`config.mk`:
```
export PLATFORM = sky130hd
export DESIGN_NAME = ais_addr
export DESIGN_NICKNAME = d
export VERILOG_FILES = /design/src/rtl/core/ais_pkg.sv /design/src/rtl/core/ais_addr.sv
export SDC_FILE = /design/constraint.sdc
export NUM_CORES = 1
export LEC_CHECK = 0
export BUFFER_PORTS_ARGS = -buffer_cell sky130_fd_sc_hd__buf_2
export CAP_MARGIN = 20
export CELL_PAD_IN_SITES_DETAIL_PLACEMENT = 0
export CELL_PAD_IN_SITES_GLOBAL_PLACEMENT = 1
export CORE_ASPECT_RATIO = 0.75
export CORE_MARGIN = 3
export CORE_UTILIZATION = 46
export CTS_CLUSTER_SIZE = 10
export DETAILED_ROUTE_END_ITERATION = 10
export HOLD_SLACK_MARGIN = 0.06
export PLACE_DENSITY_LB_ADDON = 0.25
export SLEW_MARGIN = 20
export SYNTH_ARGS = -nofsm -noshare
export SYNTH_HDL_FRONTEND = slang
export SYNTH_SLANG_ARGS = --single-unit
```
`constraint.sdc`:
```
create_clock -name clk -period 6.98 [get_ports clk]
set_clock_uncertainty 0.2 [all_clocks]
set_input_delay 1.396 -clock clk [delete_from_list [all_inputs] [get_ports clk]]
set_output_delay 1.396 -clock clk [all_outputs]
set_load 0.02 [all_outputs]
```
`src/rtl/core/ais_pkg.sv`:
```
// Package: shared types and constants of the ARGB image scaler.
`default_nettype none
package ais_pkg;
  localparam int unsigned FracBits = 16;
  localparam int unsigned CoordBits = 8;
  localparam int unsigned SizeBits = 9;
  localparam int unsigned ScaleBits = 24;
  localparam int unsigned BankDepth = 1 << (2 * CoordBits - 2);
  localparam int unsigned BankAddrBits = 2 * CoordBits - 2;
  localparam logic [ScaleBits-1:0] ScaleOne = ScaleBits'(1 << FracBits);
  localparam logic [SizeBits-1:0] MaxSize = SizeBits'(1 << CoordBits);

  localparam logic [2:0] RegSrcWidth = 3'd0;
  localparam logic [2:0] RegSrcHeight = 3'd1;
  localparam logic [2:0] RegDstWidth = 3'd2;
  localparam logic [2:0] RegDstHeight = 3'd3;
  localparam logic [2:0] RegInvScale = 3'd4;

  localparam logic ReqLoad = 1'b0;
  localparam logic ReqFetch = 1'b1;

  typedef struct packed {
    logic        req_type;
    logic [7:0]  pos_x;
    logic [7:0]  pos_y;
    logic [31:0] pixel_in;
  } req_t;

  typedef struct packed {
    logic [31:0] pixel_out;
    logic        status;
  } rsp_t;

  typedef struct packed {
    logic                 valid;
    logic                 err;
    logic [FracBits-1:0]  ax;
    logic [FracBits-1:0]  ay;
    logic                 swap_x;
    logic                 swap_y;
  } samp_t;
endpackage
`default_nettype wire

```
`src/rtl/core/ais_addr.sv`:
```
// Address stage: sample positions, clamps and bank addresses.
`default_nettype none
module ais_addr import ais_pkg::*; (
  input  wire logic                 clk,
  input  wire logic                 rst,
  input  wire logic                 start,
  input  wire req_t                 req,
  input  wire logic [SizeBits-1:0]  src_width,
  input  wire logic [SizeBits-1:0]  src_height,
  input  wire logic [SizeBits-1:0]  dst_width,
  input  wire logic [SizeBits-1:0]  dst_height,
  input  wire logic [ScaleBits-1:0] recip_scale,
  output samp_t                     samp,
  output logic                      wr_en,
  output logic [1:0]                wr_bank,
  output logic [BankAddrBits-1:0]   wr_addr,
  output logic [31:0]               wr_data,
  output logic [BankAddrBits-1:0]   rd_addr [4]
);
  // stage 1: products
  logic                  s1_valid, s1_err, s1_mode_near, s1_mode_copy;
  logic [CoordBits-1:0]  s1_x, s1_y;
  logic [31:0]           s1_px, s1_py;
  logic [CoordBits-1:0]  sw_last, sh_last;
  logic [SizeBits-1:0]   sw, sh;

  always_comb begin
    sw = (src_width == '0) ? SizeBits'(1) : (src_width > MaxSize ? MaxSize : src_width);
    sh = (src_height == '0) ? SizeBits'(1) : (src_height > MaxSize ? MaxSize : src_height);
    sw_last = CoordBits'(sw - SizeBits'(1));
    sh_last = CoordBits'(sh - SizeBits'(1));
  end

  always_ff @(posedge clk) begin
    if (rst) begin
      s1_valid <= 1'b0;
      wr_en <= 1'b0;
    end else begin
      s1_valid <= start && req.req_type == ReqFetch;
      wr_en <= start && req.req_type == ReqLoad &&
               {1'b0, req.pos_x} < sw && {1'b0, req.pos_y} < sh;
    end
    wr_bank <= {req.pos_y[0], req.pos_x[0]};
    wr_addr <= {req.pos_y[CoordBits-1:1], req.pos_x[CoordBits-1:1]};
    wr_data <= req.pixel_in;
    s1_err <= {1'b0, req.pos_x} >= dst_width || {1'b0, req.pos_y} >= dst_height;
    s1_mode_copy <= recip_scale == ScaleOne;
    s1_mode_near <= recip_scale > ScaleOne;
    s1_x <= req.pos_x;
    s1_y <= req.pos_y;
    s1_px <= {24'b0, req.pos_x} * {8'b0, recip_scale};
    s1_py <= {24'b0, req.pos_y} * {8'b0, recip_scale};
  end

  logic [31:0] rx, ry;
  logic [15:0] ix, iy;
  logic [CoordBits-1:0] x0, y0, x1, y1;
  logic [CoordBits-1:0] xa, xb, ya, yb;
  logic [FracBits-1:0] fx, fy;

  always_comb begin
    rx = s1_px + 32'(1 << (FracBits - 1));
    ry = s1_py + 32'(1 << (FracBits - 1));
    if (s1_mode_copy) begin
      ix = 16'(s1_x);
      iy = 16'(s1_y);
    end else if (s1_mode_near) begin
      ix = rx[31:FracBits];
      iy = ry[31:FracBits];
    end else begin
      ix = s1_px[31:FracBits];
      iy = s1_py[31:FracBits];
    end
    x0 = (ix >= 16'(sw)) ? sw_last : CoordBits'(ix);
    y0 = (iy >= 16'(sh)) ? sh_last : CoordBits'(iy);
    x1 = (x0 == sw_last) ? x0 : x0 + CoordBits'(1);
    y1 = (y0 == sh_last) ? y0 : y0 + CoordBits'(1);
    // zero the weights in copy and nearest modes and for a second sample clamped onto the first
    fx = (s1_mode_copy || s1_mode_near || x0 == sw_last) ? '0 : s1_px[FracBits-1:0];
    fy = (s1_mode_copy || s1_mode_near || y0 == sh_last) ? '0 : s1_py[FracBits-1:0];
    // even column/row sample and odd one
    xa = x0[0] ? x1 : x0;
    xb = x0[0] ? x0 : x1;
    ya = y0[0] ? y1 : y0;
    yb = y0[0] ? y0 : y1;
  end

  // banks: 0 even/even, 1 odd x, 2 odd y, 3 odd/odd
  always_comb begin
    rd_addr[0] = {ya[CoordBits-1:1], xa[CoordBits-1:1]};
    rd_addr[1] = {ya[CoordBits-1:1], xb[CoordBits-1:1]};
    rd_addr[2] = {yb[CoordBits-1:1], xa[CoordBits-1:1]};
    rd_addr[3] = {yb[CoordBits-1:1], xb[CoordBits-1:1]};
  end

  always_ff @(posedge clk) begin
    if (rst) begin
      samp.valid <= 1'b0;
    end else begin
      samp.valid <= s1_valid;
    end
    samp.err <= s1_err;
    samp.ax <= fx;
    samp.ay <= fy;
    samp.swap_x <= x0[0];
    samp.swap_y <= y0[0];
  end
endmodule
`default_nettype wire

```
# [Word level (Yosys, flattened, before mapping)]
# Cells that the tools add are included.
[totals] output_inout_bits=141 inputBits=112 reg_bits=169 elab_cells=65
[op_classes] n_mul=2 muxes=16 reduce_logical=10 eq_ne=3 n_lt_le_gt_ge=9 n_addsub=6 bitwise_logic=1
[op_table] op="$add A32 B16 Y32 const B" count=2
[op_table] op="$mul A8 B24 Y32" count=2
[op_table] op="$mux W16" count=4
[op_table] op="$mux W8" count=8
[op_table] op="$mux W9" count=4
[op_table] op="$ge A16 B9 Y1" count=2
[op_table] op="$eq A24 B17 Y1 const B" count=1
[op_table] op="$gt A24 B17 Y1 const B" count=1
[op_table] op="$ge A8 B9 Y1" count=2
[op_table] op="$gt A9 B9 Y1 const B" count=2
[op_table] op="$logic_not A9 Y1" count=2
[op_table] op="$lt A8 B9 Y1" count=2
[op_table] op="$add A8 B1 Y8 const B" count=2
[op_table] op="$eq A8 B8 Y1" count=2
[op_table] op="$sub A8 B1 Y8 const B" count=2
[op_table] op="$logic_and A1 B1 Y1" count=4
[op_table] op="$logic_or A1 B1 Y1" count=4
[op_table] op="$not A1 Y1" count=1

# [Logic depth before layout (Yosys ltp)]
# Gate-level depths: netlist of run 1.
[depth] word_depth=8 depth_mapped=20 mapped_depth_nobuf=19

# [Least setup slack after synthesis of run 1]
# OpenSTA, ideal clock, no wires.
[synth_timing] path_kind="input-to-output" startpoint="input src_height[4]" endpoint="output rd_addr[52] (netlist bit)" slack_ns=0.436 stages=15 required_ns=5.384 arrival_time_ns=4.948 n_path_buf=2 path_cell_list="nor3_1 a31oi_1 nor2_1 ha_1 nand2b_1 a2111o_1 a31oi_1 nand4_1 o31ai_4 buf_2 nor2_1 a31oi_1 a21oi_1 a31oi_1 buf_4"
[synth_rtl] element="start: declaration" line="ais_addr.sv:9" rtl="input wire logic [SizeBits-1:0] src_height,"
[synth_rtl] element="end: declaration" line="ais_addr.sv:18" rtl="output logic [BankAddrBits-1:0] rd_addr [4]"

==> results of run 1 <==
final cells by class:
cell class,instances,area (sq um)
inverters,321,1205
diodes,1,2.502
fillers,3617,18140
clock inverters,14,170.2
repair buffers,297,1599
flip-flops and latches,153,3063
well taps,512,640.6
clock buffers,18,439.2
multi-input cells,1450,13600
registers in the layout, summed over array words and instances (netlist names):
name / cells
s1_valid: 1
wr_en: 1
s1_x: 7
s1_mode_near: 1
s1_err: 1
s1_py: 32
s1_y: 8
s1_mode_copy: 1
wr_addr: 1
samp: 36
s1_px: 32
wr_data: 32
cell families after synthesis:
logic type | synth area share [%]
adder cells (fa/ha/maj) | 39.41
multiplexers | 0.7904
XOR/XNOR | 4.674
AND/OR/NAND/NOR | 20.59
AO/OA/AOI/OAI | 8.613
flip-flops | 16.68
buffers and inverters | 9.240
power by group:
| group | leakage, nW | internal, W | switching [W] |
|---|---|---|---|
| Combinational | 8.70 | 0.00207 | 0.00274 |
| Sequential | 1.28 | 0.00113 | 0.000134 |
| Clock | 0.298 | 0.000523 | 0.000442 |
| Total | 10.3 | 0.00372 | 0.00332 |
cell usage after synthesis, types with 30 or more instances:
cell,number,area share (%)
nand2_1,146,3.0
buf_4,30,1.2
nand3_1,33,0.90
clkbuf_1,62,1.3
xnor2_1,66,3.1
dfxtp_1,153,17
fa_1,264,29
xor2_1,32,1.5
nor2_1,61,1.2
a21oi_1,59,1.6
inv_1,319,6.5
and2_1,333,11
o21ai_0,35,0.95
ha_1,156,11
a21o_1,34,1.4
critical path: stages, from the launching register on:
cell and delay (ns):
dfxtp_1 0.91, nand4_1 0.55, xnor2_1 0.40, o21a_1 0.15, inv_1 0.07, ha_1 0.21, a2111o_1 0.40, a31oi_1 0.37
nand4_1 0.20, o31ai_4 0.29, buf_4 0.25, mux2i_1 0.21, inv_1 0.12, and4b_1 0.20, xor2_1 0.15, buf_2 0.19
per-stage QoR:
stage	std cells	setup WS (ns)
after floorplan	2023	0.4362
after global placement	2733	0.1950
after detailed placement	2733	0.1418
after CTS	2765	0.2762
after global routing	2766	0.01350
final	2766	0.2401
metal layers:
layer	wire, microns	GRT usage (%)	part of all wire, %
met1	21860	31.64	47
met2	21210	35.99	46
met3	2889	4.921	6.2
met4	605	5.161	1.3
met5	13	0	0.028
path summary, 6_finish.rpt:
path	start	to	slack [ns]	cells after the start
worst min register to register	s1_err	samp[34]	0.13	0
worst min-delay path	s1_err	samp[34]	0.13	0
worst max-delay path	s1_mode_near	rd_addr[55]	0.24	15
worst max register to register	s1_mode_near	samp[11]	1.98	13
==> results.json, run 1 <==
{
  "outcome": "finished clean",
  "place_area_sq_mm": 0.02011,
  "synth-edff-count": 0,
  "numPortBuffers": 252,
  "grt_pass1_wl_microns": 76420,
  "final_antenna_net_count": 0,
  "die_w_microns": 236.7,
  "yosys_most_used_dff": "dfxtp_1",
  "htree_levels": 4,
  "mostFrequentLayoutCell": "and2_1",
  "clockBufferDepth": 2,
  "cts_sinks": 153,
  "dieArea_sq_mm": 0.04238,
  "root_buffer": "clkbuf_16",
  "final_max_slew_viol_count": 0,
  "hold_buffers": 0,
  "min_period_over_period_pct": 96.56,
  "powerDensity_mw_per_mm2": 339.6,
  "die_h_microns": 179.0,
  "core_sq_mm": 0.03886,
  "ys_types": 75,
  "crit_type": "register to output pin",
  "rows": 62,
  "power_w": 0.007038,
  "final_cell_mix": "and2_1 (333), inv_1 (319), fa_1 (264)",
  "syn_to_final_growth_pct": 12.85,
  "syn-instance-count": 2023,
  "final_core_utilization_pct": 53.32,
  "path_clk_slew_ns": 0.07,
  "ir_worst_vdd_mv": 0.1728,
  "hp-class": "register to register",
  "grt_start_max_net_pins": 28,
  "dr.pass1.iters": 5,
  "fin_nets": 2772,
  "cp_data_required_time_ns": 5.38,
  "routed_via_density": 5.200,
  "clk_latency_ns": 0.46,
  "gr-total-overflow": 0,
  "cts_tree": "yes",
  "grt_use_total_pct": 22.59,
  "path_max_fanout": 14,
  "startpoint_type": "register",
  "fin_crit_ns": 6.740,
  "rsz0062_at_grt": "no",
  "grt_pass1_vias": 14780,
  "finalWirelength_microns": 46580,
  "antenna_found_initial": 2,
  "drive_above_1_share_pct": 15.40,
  "relSlewSlack_pct": 40.03,
  "synth.avg_cell_area_sq_um": 9.077,
  "dp_hpwl_microns": 37620,
  "tns_ns": 0,
  "crit_arrival_ns": 5.14,
  "fin_area_sq_mm": 0.02072,
  "globalplace.congestion": 0.8801,
  "finalSetupViolations": 0,
  "pin_count": 253,
  "post_cts_resized": 0,
  "async_flop_share_pct": 0,
  "start_util_pct": 47.25,
  "ys_seq_area_share_pct": 16.68,
  "maxCapViolations": 0,
  "netlist_area_sq_mm": 0.01836,
  "drc_errors": 0,
  "ys_warn_count": 0,
  "syn_nets": 2555,
  "power_leakage_nw": 10.27,
  "max_freq_mhz": 148.4,
  "wl_per_cell_microns": 16.84,
  "vias": 14380,
  "cts_buffers": 17,
  "ys_seq_elements": 153,
  "holdWs_ns": 0.1275,
  "drt_iter0_drc": 789,
  "post_cts_buffers": 0,
  "critPathCaptureType": "output pin",
  "worst_slew_pin_slew_ns": 0.8984,
  "hold_viol": 0
}
No activity file was read; power rests on OpenSTA's default activity.
==> inputs of run 2 (changes only) <==
Settings changed: ABC_AREA from default to 1, CORE_UTILIZATION 46 to 47.
Clock period 6.98 ns to 8.5 ns, I/O delays scaled along.
==> run 2 against run 1 <==
  * Die area is 6.5% higher
  * Combinational power down 8.5%
  * Clock-buffer cell count is 1 lower
  * Utilization about the same
  * Hold slack better by 0.0027 ns
  * Largest power group unchanged
  * Clock power shrank 15%
  * Wire length increased by 20%
==> results.json, run 2 <==
{
  "critPathCaptureType": "output pin",
  "die_w_microns": 244.3,
  "power_leakage_nw": 13.74,
  "post_cts_buffers": 0,
  "async_flop_share_pct": 0,
  "grt_pass1_vias": 17220,
  "final_antenna_net_count": 0,
  "cts_tree": "yes",
  "seqPwrFrac_pct": 16.6,
  "r2r_start": "s1_mode_copy",
  "tns_ns": 0,
  "crit_slowest_cell": "dfxtp_1",
  "switchingPower_w": 0.003280,
  "outcome": "finished clean",
  "finalWirelength_microns": 55920,
  "numPortBuffers": 252,
  "place_area_sq_mm": 0.02145,
  "root_buffer": "clkbuf_16",
  "swShare_pct": 52.40,
  "ys_seq_area_share_pct": 15.31,
  "rows": 64,
  "startpoint_type": "register",
  "min_path_cells": 0,
  "core_sq_mm": 0.04140,
  "final_max_slew_viol_count": 0,
  "rrSetupSlack_ns": 3.86,
  "ir_worst_vdd_mv": 0.1488,
  "min_period_over_period_pct": 81.97,
  "worst_slew_pin_slew_ns": 0.9436,
  "top_register": "samp",
  "clock_power_share_pct": 13.1,
  "synth.avg_cell_area_sq_um": 7.170,
  "path_cells": "inv_1, o21ai_0, inv_1, ha_1, a21oi_1, nand2_1, a21oi_1, buf_4, nand2_2, nand2_1, nand2_1, nand2_1, nor2_1, nand2_1, nand2_1, nand2_1, nand2_1, nand2_1, buf_2",
  "yosys_most_used_dff": "dfxtp_1",
  "crit_path_max_incr_delay_ns": 0.75,
  "synth_area_leaders": "fa_1 (26%), dfxtp_1 (15%), inv_1 (15%)",
  "critPathMostFrequentCell": "nand2_1",
  "multi_input_area_sq_mm": 0.01338,
  "drt_iter0_drc": 1168,
  "drive_above_1_share_pct": 11.97,
  "cts_sinks": 153,
  "hp-class": "register to register",
  "dr.pass1.iters": 5,
  "globalplace.congestion": 0.9037,
  "grt_pass1_wl_microns": 90940,
  "grt_use_total_pct": 25.43,
  "r2r-end": "samp[33]",
  "pin_count": 253,
  "crit_arrival_ns": 5.07,
  "powerDensity_mw_per_mm2": 283.3,
  "holdWs_ns": 0.1302,
  "antenna_found_initial": 4,
  "post_cts_resized": 0,
  "ys_warn_count": 0,
  "ys_types": 48,
  "hold_start": "s1_err",
  "cp_data_required_time_ns": 6.60,
  "final_cell_mix": "inv_1 (777), nand2_1 (721), fa_1 (264)",
  "syn-instance-count": 2791,
  "mostFrequentLayoutCell": "inv_1",
  "gr-total-overflow": 0,
  "drc_errors": 0,
  "gr-usage-met1_pct": 37.32,
  "fin_crit_ns": 6.968,
  "rsz0062_at_grt": "no",
  "yosys.area.top_type": "fa_1",
  "clk_latency_ns": 0.46,
  "ys_seq_elements": 153,
  "wl_per_cell_microns": 15.85,
  "largest_reg_flops": 36,
  "die_h_microns": 184.7,
  "synth_top_area_share_pct": 26.41,
  "netlist_area_sq_mm": 0.02001,
  "synth-edff-count": 0,
  "met2_usage_pct": 40.25,
  "reg2reg_depth": 16,
  "top_usage_layer": "met2",
  "path_clk_slew_ns": 0.07,
  "dp_hpwl_microns": 44870,
  "syn_to_final_growth_pct": 10.40,
  "path_max_fanout": 23,
  "htree_levels": 4,
  "finalSetupViolations": 0,
  "maxCapViolations": 0,
  "crit_type": "register to output pin",
  "clockBufferDepth": 2,
  "routed_via_density": 4.921,
  "yosysMostFrequentCell": "inv_1",
  "fin_area_sq_mm": 0.02209,
  "grt_start_max_net_pins": 28,
  "max_freq_mhz": 143.5,
  "fill_cells": 4133,
  "vias": 17370,
  "hold_viol": 0,
  "syn_nets": 3323,
  "fin_nets": 3484,
  "holdPathEnd": "samp[34]",
  "hold_buffers": 0,
  "cts_buffers": 17,
  "relSlewSlack_pct": 36.43,
  "dieArea_sq_mm": 0.04512,
  "gr-usage-met3_pct": 3.738,
  "start_util_pct": 48.34,
  "comb_power_share_pct": 70.3,
  "ff_latch_area_sq_mm": 0.003063,
  "synthTopCellsByCount": "inv_1 (777), nand2_1 (721), fa_1 (264), ha_1 (156), dfxtp_1 (153)",
  "p_int_w": 0.002979
}
run 2: cell types whose count changed after synthesis, moves of 20 or more:
| cell | before | now |
|---|---|---|
| a21o_1 | 34 | 4 |
| a21oi_1 | 59 | 92 |
| and2_1 | 333 | 4 |
| inv_1 | 319 | 777 |
| nand2_1 | 146 | 721 |
| nand3_1 | 33 | 76 |
| nand4_1 | 13 | 44 |
| nor2_1 | 61 | 100 |
| nor2_2 | 0 | 21 |
| xnor2_1 | 66 | 23 |
| xor2_1 | 32 | 52 |
run 2: area by class of cell:
type | instances | share of cell area (%)
diodes | 3 | 0.03398
clock buffers | 17 | 1.925
clock inverters | 15 | 0.9344
inverters | 779 | 13.23
multi-input cells | 1733 | 60.58
flip-flops and latches | 153 | 13.86
well taps | 561 | 3.177
repair buffers | 268 | 6.252
run 2: power by group through the flow:
stage               clock network, W  logic, W  registers [W]
floorplan                          0   0.00333        0.00104
global placement                   0   0.00434        0.00105
detailed placement                 0   0.00438        0.00106
CTS                         0.000842   0.00440        0.00104
global route                0.000870   0.00505        0.00106
finish                      0.000820   0.00440        0.00104
run 2: critical path, delay by kind of cell (launching register included):
kind            cells  cell delay (ns)
fa+ha+maj           1             0.35
flops               1             0.75
compound gates      3             0.98
simple gates       11             1.26
buf+inv             4             1.25
run 2: kinds of logic (layout without fill, tap and decap cells):
logic type               after synthesis  count (layout)  synth area share, %
buffers and inverters                905            1079                17.81
flip-flops                           153             153                15.31
XOR/XNOR                              75              75                3.282
adder cells (fa/ha/maj)              420             420                36.16
AO/OA/AOI/OAI                        197             197                5.540
AND/OR/NAND/NOR                     1041            1041                21.90
other                                  0               3                    0
run 2: per-stage QoR:
step | util (%) | std cells | power, W | setup WS (ns)
2_1_floorplan | - | 2791 | 0.004361 | 1.720
3_3_place_gp | 51.82 | 3494 | 0.005394 | 1.257
3_5_place_dp | 51.82 | 3494 | 0.005432 | 1.172
4_1_cts | 53.35 | 3526 | 0.006284 | 1.637
5_1_grt | 53.35 | 3527 | 0.006986 | 1.249
6_report | 53.37 | 3529 | 0.006259 | 1.532
run 2: layer usage:
layer / part of all wire, % / up-vias
li1: - / 8455
met1: 48 / 8343
met2: 44 / 526
met3: 6.5 / 38
met4: 1.1 / 4
met5: 0.045 / -
run 2: worst max-delay path by stage:
stage / start / end / slack (ns) / depth (start not counted)
after detailed placement: req[47] / s1_px[30] / 1.17 / 22
after global placement: req[47] / s1_px[30] / 1.26 / 22
after floorplan: recip_scale[0] / s1_px[30] / 1.72 / 22
after CTS: req[47] / s1_px[30] / 1.64 / 22
after global routing: req[47] / s1_px[30] / 1.25 / 23
final: s1_mode_copy / rd_addr[46] / 1.53 / 19
